==> config.mk <==
export PLATFORM = sky130hd
export DESIGN_NAME = opc_sqrt_cell
export DESIGN_NICKNAME = d
export VERILOG_FILES = /design/src/hdl/opc_pkg.sv /design/src/hdl/opc_sqrt_cell.sv
export SDC_FILE = /design/constraint.sdc
export NUM_CORES = 1
export LEC_CHECK = 0
export ABC_CLOCK_PERIOD_IN_PS = 2000
export BUFFER_PORTS_ARGS = -buffer_cell sky130_fd_sc_hd__clkbuf_2
export CELL_PAD_IN_SITES_DETAIL_PLACEMENT = 0
export CELL_PAD_IN_SITES_GLOBAL_PLACEMENT = 2
export CORE_ASPECT_RATIO = 0.7
export CORE_MARGIN = 4
export CORE_UTILIZATION = 24
export CTS_CLUSTER_SIZE = 8
export DETAILED_ROUTE_END_ITERATION = 10
export GPL_ROUTABILITY_DRIVEN = 0
export GPL_TIMING_DRIVEN = 0
export PLACE_DENSITY = 0.72
export SETUP_SLACK_MARGIN = 0.3
export SYNTH_ARGS = -nofsm -noshare
export SYNTH_HDL_FRONTEND = slang
export SYNTH_SLANG_ARGS = --single-unit
export TNS_END_PERCENT = 100
==> constraint.sdc <==
create_clock -name clk -period 2 [get_ports clk]
set_input_delay 0.1 -clock clk [delete_from_list [all_inputs] [get_ports clk]]
set_output_delay 0.1 -clock clk [all_outputs]
set_load 0.1 [all_outputs]
==> src/hdl/opc_pkg.sv <==
// Package: shared types and constants for the obstacle penetration cost block
package opc_pkg;

  localparam int unsigned CoordW = 32;
  localparam int unsigned CostW  = 48;
  localparam int unsigned CntW   = 7;
  localparam int unsigned SlotW  = 6;
  localparam int unsigned SqW    = 64;
  localparam int unsigned RootW  = 32;
  localparam int unsigned SqrtSteps = 32;
  localparam logic [CostW-1:0] SumMax = {CostW{1'b1}};

  localparam logic [1:0] RegWeight = 2'd0;
  localparam logic [1:0] RegSafety = 2'd1;
  localparam logic [1:0] RegCount  = 2'd2;

  localparam logic ModeWrite = 1'b0;
  localparam logic ModePoint = 1'b1;

  typedef enum logic [1:0] {
    ST_IDLE,
    ST_RUN,
    ST_DRAIN,
    ST_OUT
  } state_t;

  // one beat traveling down the cell row
  typedef struct packed {
    logic              vld;
    logic [SqW-1:0]    rem;
    logic [RootW-1:0]  root;
    logic              far;
  } sq_beat_t;

endpackage

==> src/hdl/opc_sqrt_cell.sv <==
// Cell: one digit-recurrence step of the integer square root
module opc_sqrt_cell #(
  parameter int unsigned Step = 0
) (
  input  logic              clk,
  input  logic              rst_n,
  input  opc_pkg::sq_beat_t beat_i,
  output opc_pkg::sq_beat_t beat_o
);

  localparam int unsigned BitPos = 2 * (opc_pkg::SqrtSteps - 1 - Step);
  localparam int unsigned RootSh = opc_pkg::SqrtSteps - Step;

  opc_pkg::sq_beat_t beat_r, beat_nxt;
  logic [opc_pkg::SqW:0] trial;
  logic [opc_pkg::SqW:0] root_shift;

  always_comb begin
    root_shift = {{(opc_pkg::SqW - opc_pkg::RootW + 1){1'b0}}, beat_i.root} << RootSh;
    trial = root_shift + ({{opc_pkg::SqW{1'b0}}, 1'b1} << BitPos);
    beat_nxt = beat_i;
    beat_nxt.root = beat_i.root;
    if ({1'b0, beat_i.rem} >= trial) begin
      beat_nxt.rem = beat_i.rem - trial[opc_pkg::SqW-1:0];
      beat_nxt.root[opc_pkg::SqrtSteps-1-Step] = 1'b1;
    end
  end

  always_ff @(posedge clk) begin
    if (!rst_n) begin
      beat_r.vld <= 1'b0;
    end else begin
      beat_r.vld <= beat_nxt.vld;
    end
    beat_r.rem  <= beat_nxt.rem;
    beat_r.root <= beat_nxt.root;
    beat_r.far  <= beat_nxt.far;
  end

  assign beat_o = beat_r;

endmodule

==> results of run 1 <==
## cell usage after synthesis, types with 2 or more instances
cell / instances / area, um^2
o211a_1: 2 / 20.02
or3_1: 3 / 18.77
o21a_1: 7 / 52.55
a211oi_1: 4 / 30.03
nand4_1: 5 / 31.28
and3b_1: 4 / 35.03
o31a_1: 2 / 17.52
o31ai_1: 2 / 15.01
nor2_1: 25 / 93.84
o2111ai_1: 3 / 26.28
xor2_1: 10 / 87.58
a21boi_0: 4 / 30.03
dfxtp_1: 98 / 1962
o31ai_4: 6 / 127.6
xnor2_1: 12 / 105.1
and4_1: 3 / 26.28
ha_1: 33 / 412.9
and2_1: 5 / 31.28
nand3_1: 40 / 200.2
o211ai_1: 5 / 37.54
and3_1: 7 / 43.79
nand2b_1: 7 / 43.79
o21ai_1: 27 / 135.1
o21ai_0: 19 / 95.09
clkbuf_1: 10 / 37.54
buf_6: 2 / 22.52
a31oi_1: 2 / 12.51
nor4_1: 8 / 50.05
nor3_1: 4 / 20.02
a21o_1: 19 / 142.6
nand2_1: 33 / 123.9
buf_2: 6 / 30.03
nand3_2: 2 / 20.02
inv_1: 36 / 135.1
a21oi_1: 36 / 180.2
## cells by family (layout without fill, tap and decap cells)
logic type	count (synthesis)	count (layout)	share of synthesized area (%)
and+or+nand+nor	155	155	17.59
AOI/OAI and AO/OA	147	147	21.79
DFF	98	98	42.17
buffers and inverters	55	400	5.003
adders and majority gates	34	34	9.306
xor gates and xnor gates	22	22	4.142
## worst paths after layout
| path | startpoint | endpoint | cells past startpoint |
|---|---|---|---|
| min | beat_i[80] | beat_o[80] | 3 |
| max | beat_i[9] | beat_o[96] | 11 |
## metal layers
layer / part of all wire, % / global-route usage, %
met1: 47 / 21.63
met2: 45 / 25.92
met3: 6.0 / 4.672
met4: 1.3 / 4.095
met5: 0 / 0
## placed cells by master, fill, tap and decap left out, drive strengths merged, types with 33 or more instances in the layout
master,instances
clkbuf,204
dfxtp,98
dlygate4sd3,79
buf,74
o21ai,46
nand3,42
inv,39
a21oi,36
nand2,34
ha,33
## power breakdown
| part | total [mW] | switching [mW] | internal (mW) |
|---|---|---|---|
| Sequential | 2.19 | 0.0517 | 2.14 |
| Combinational | 3.44 | 2.36 | 1.08 |
| Clock | 1.77 | 0.879 | 0.892 |
## timing repair
action / CTS / global route
pin swaps: 50 / 44
setup buffers: 34 / 15
endpoints found under the hold margin: 77 / 1
cloned: 4 / 0
resized for setup: 121 / 83
setup endpoints to repair: 33 / 33
hold buffers: 78 / 1
## layout make-up
type	instances	area share, %
repair buffers	329	27.73
well taps	264	3.841
multi-input cells	358	37.86
flip-flops and latches	98	22.81
clock inverters	7	0.9457
plain buffers	19	2.503
inverters	36	1.688
clock buffers	9	2.619
==> metrics.yaml, run 1 <==
synth.avg_cell_area_um2: 9.104
ys_seq_area_share_pct: 42.17
hold_viol_final: 0
cts_made_buffers: 9
first_pass_iters: 4
num_rows: 42
grt_pass1_wl_mm: 28.37
first_global_vias: 5355
start_kind: "input port"
core_um2: 18970
via_per_inst: 4.538
powerDensity_nw_per_um2: 860.6
ios: 198
fin_hold_ws_ns: 0.01194
yosys_most_used_dff: "dfxtp_1"
clock-sinks: 98
num_antenna_cells: 0
stdcell_area_um2: 8600
wire_per_inst_um: 16.01
post-route-util_pct: 45.33
cp_slowest_stage_delay_ns: 0.32
critPathMaxFanout: 6
path_buf_inv: 3
syn_area_um2: 4652
worstSetupPathType: "in -> reg"
dpl.cell_count: 972
ys_ff_latch: 98
nFillCells: 1871
crit_required_ns: 2.27
slew_headroom_pct: 62.61
io_buffers: 197
fmax_mhz: 533.6
ys_warn_count: 0
timing.final.crit_share_pct: 93.70
postPlaceCellArea_um2: 6140
clockBufferDepth: 2
die_h_um: 124.5
tns_ns: 0
vdd_ir_drop_max_uv: 396.0
final_net_count: 985
route.detailed.drc: 0
setup_slack_ns: 0.1259
die_area_um2: 21710
synth.distinct_cells: 55
outcome: "finished, final reports clean"
rsz0062_at_grt: "yes"
cts.clk_slew.worst_paths_ns: 0.08
path_cells: "buf_8 -> inv_4 -> ha_4 -> buf_6 -> a211o_1 -> a211oi_4 -> o21a_1 -> a21o_1 -> a211oi_2 -> a41o_1 -> o31ai_2"
worst_pin_slew_ns: 0.5633
setup-violations-final: 0
drv_cap: 0
grt_max_degree: 21
totalWireLength_mm: 17.93
num_vias: 5082
synthCells: 511
regArea_um2: 1962
largest_reg_flops: 98
area_growth_pct: 84.86
syn-num-nets: 645
grt-ovfl-total: 0
hpwl_mm: 12.77
drv_slew: 0
instances_no_fill: 1120
crit_slowest_cell: "a211oi_4"
cts_tree: "built"
multiInputGateArea_um2: 3256
worst_ep_arrival_time_ns: 2.15
die_x_um: 174.4
root_buffer: "clkbuf_16"
cts.htree.levels: 3
p_total_mw: 7.401
drtIter0Drc: 226
synth_edf_count: 0
cp_top_family: "compound AO/OA/AOI/OAI gates"
hold_path.class: "in -> reg"
async_flop_share_pct: 0
floorplan.initialDensity_pct: 24.52
grtUsageTotal_pct: 16.24
post-route-min-period_ns: 1.874
power_leakage_nw: 3.964
dpl_worst_slack_ns: -0.5433
drive_gt1_share_pct: 49.42
antenna_found_initial: 0
antenna_left: 0
worst_setup_path_end_kind: "flip-flop"
Note: power is estimated with default switching activity, not from simulation.
==> run 2: changes to the inputs <==
PLACE_DENSITY = 0.78   (was 0.72)
==> metrics.yaml, run 2 (synthesis gave the netlist of run 1 again) <==
drv_cap: 0  # unchanged
hold_path.class: "in -> reg"
drive_gt1_share_pct: 48.13  # -1.3 points
cts.htree.levels: 3  # unchanged
worst_ep_arrival_time_ns: 2.16  # about the same
cp_common_cell: "a211oi_2"
worstSetupPathType: "in -> reg"
core_um2: 18970  # unchanged
fin_hold_ws_ns: 0.004225  # -0.007718 ns
grt_max_degree: 20  # -4.8%
num_rows: 42  # unchanged
io_buffers: 197  # unchanged
drtIter0Drc: 238  # +5.3%
cp_slowest_stage_delay_ns: 0.34  # +0.02 ns
root_buffer: "clkbuf_16"
cts_made_buffers: 9  # unchanged
p_total_mw: 7.447  # +0.62%
crit_slowest_cell: "a211oi_2"
antenna_found_initial: 0  # unchanged
final_cell_mix: "clkbuf_2, dfxtp_1, dlygate4sd3_1, buf_4, nand2_1"
wire_per_inst_um: 15.99  # -0.12%
floorplan.initialDensity_pct: 24.52  # unchanged
clock-sinks: 98  # unchanged
first_pass_iters: 4  # unchanged
cts_tree: "built"
ios: 198  # unchanged
hold_path_depth: 3  # unchanged
hpwl_mm: 12.86  # +0.75%
via_per_inst: 4.563  # +0.55%
hold_viol_final: 0  # unchanged
route.detailed.drc: 0  # unchanged
swShare_pct: 43.62  # -0.84 points
slew_headroom_pct: 62.08  # -0.52 points
outcome: "finished, final reports clean"
final_common_cell: "clkbuf_2"
setup-violations-final: 0  # unchanged
rsz0062_at_grt: "yes"
worst_pin_slew_ns: 0.5712  # +0.007887 ns
stdcell_area_um2: 8568  # -0.36%
postPlaceCellArea_um2: 6140  # unchanged
area_growth_pct: 84.19
vdd_ir_drop_max_uv: 444.6  # +12%
drv_slew: 0  # unchanged
start_kind: "input port"
post-route-util_pct: 45.17  # -0.16 points
p_switching_mw: 3.248  # -1.3%
power_leakage_nw: 3.987  # +0.56%
largest_reg_flops: 98  # unchanged
num_vias: 5110  # +0.55%
clockBufferDepth: 2  # unchanged
final_net_count: 985  # unchanged
die_x_um: 174.4  # unchanged
p_int_mw: 4.199  # +2.1%
power_frac_clock_pct: 25.2  # +1.3 points
grtUsageTotal_pct: 15.92  # -0.32 points
cts.clk_slew.worst_paths_ns: 0.08  # about the same
fmax_mhz: 533.1  # about the same
critPathMaxFanout: 6  # unchanged
first_global_vias: 5246  # -2.0%
die_area_um2: 21710  # unchanged
worst_setup_path_end_kind: "flip-flop"
powerDensity_nw_per_um2: 869.1  # +0.99%
crit_required_ns: 2.28  # about the same
hp-start: "beat_i[79]"
seqPwrFrac_pct: 29.5  # about the same
die_h_um: 124.5  # unchanged
cp-startpoint: "beat_i[9]"
min_to: "beat_o[79]"
path_cells: "buf_8 -> inv_4 -> ha_4 -> buf_6 -> a211o_1 -> a211oi_2 -> o21a_1 -> a21o_1 -> a211oi_2 -> a41o_1 -> o31ai_4"
timing.final.crit_share_pct: 93.79  # about the same
antenna_left: 0  # unchanged
pwr-share-comb_pct: 45.3  # -1.1 points
totalWireLength_mm: 17.91  # -0.12%
grt_pass1_wl_mm: 27.61  # -2.7%
path_buf_inv: 3  # unchanged
post-route-min-period_ns: 1.876  # +0.001712 ns
num_antenna_cells: 0  # unchanged
grt-ovfl-total: 0  # unchanged
cp_top_family: "compound AO/OA/AOI/OAI gates"
run 2: area by class of cell:
type / instances / area, um^2
plain buffers: 19 / 229.0
clock buffers: 9 / 225.2
clock inverters: 7 / 93.84
fillers: 1843 / 10400
inverters: 36 / 145.1
multi-input cells: 358 / 3197
flip-flops and latches: 98 / 1962
well taps: 264 / 330.3
repair buffers: 329 / 2386
run 2: routing by layer:
metal  vias to the layer above  part of all wire, %  global-route usage, %  wire length (um)
li1                       2522                    -                      -                 -
met4                         0                  1.6                  4.421               292
met2                       162                   44                  24.07              7858
met1                      2405                   48                  22.07              8638
met5                         -                    0                      0                 0
met3                        21                  6.2                  4.672              1119
run 2: timing repair:
action	CTS	global route
gates resized for setup	90	118
setup endpoints to repair	33	33
hold buffers	81	1
pin swaps	39	54
hold endpoints to repair	80	1
buffers inserted	21	25
gates cloned	2	2
run 2: worst max-delay path by stage:
stage,endpoint,cells past startpoint
after floorplan,beat_o[87],12
after global placement,beat_o[87],11
after detailed placement,beat_o[87],11
after CTS,beat_o[90],13
after global routing,beat_o[96],11
final,beat_o[96],11
run 2: through the flow:
stage | setup TNS (ns) | setup WS [ns] | instances
floorplan | 0 | 0.09707 | 511
global route | 0 | 0.08815 | 1120
finish | 0 | 0.1242 | 1120
detailed placement | -16.07 | -0.5675 | 972
CTS | 0 | 0.1070 | 1092
global placement | -16.15 | -0.5696 | 972
run 2: power groups by stage:
stage / clock network, mW / registers (mW) / logic, mW
after detailed placement: 0 / 2.24 / 2.73
after CTS: 1.94 / 2.20 / 3.10
final: 1.88 / 2.19 / 3.37
after floorplan: 0 / 3.62 / 0.800
after global placement: 0 / 2.24 / 2.73
after global routing: 2.01 / 2.21 / 3.55
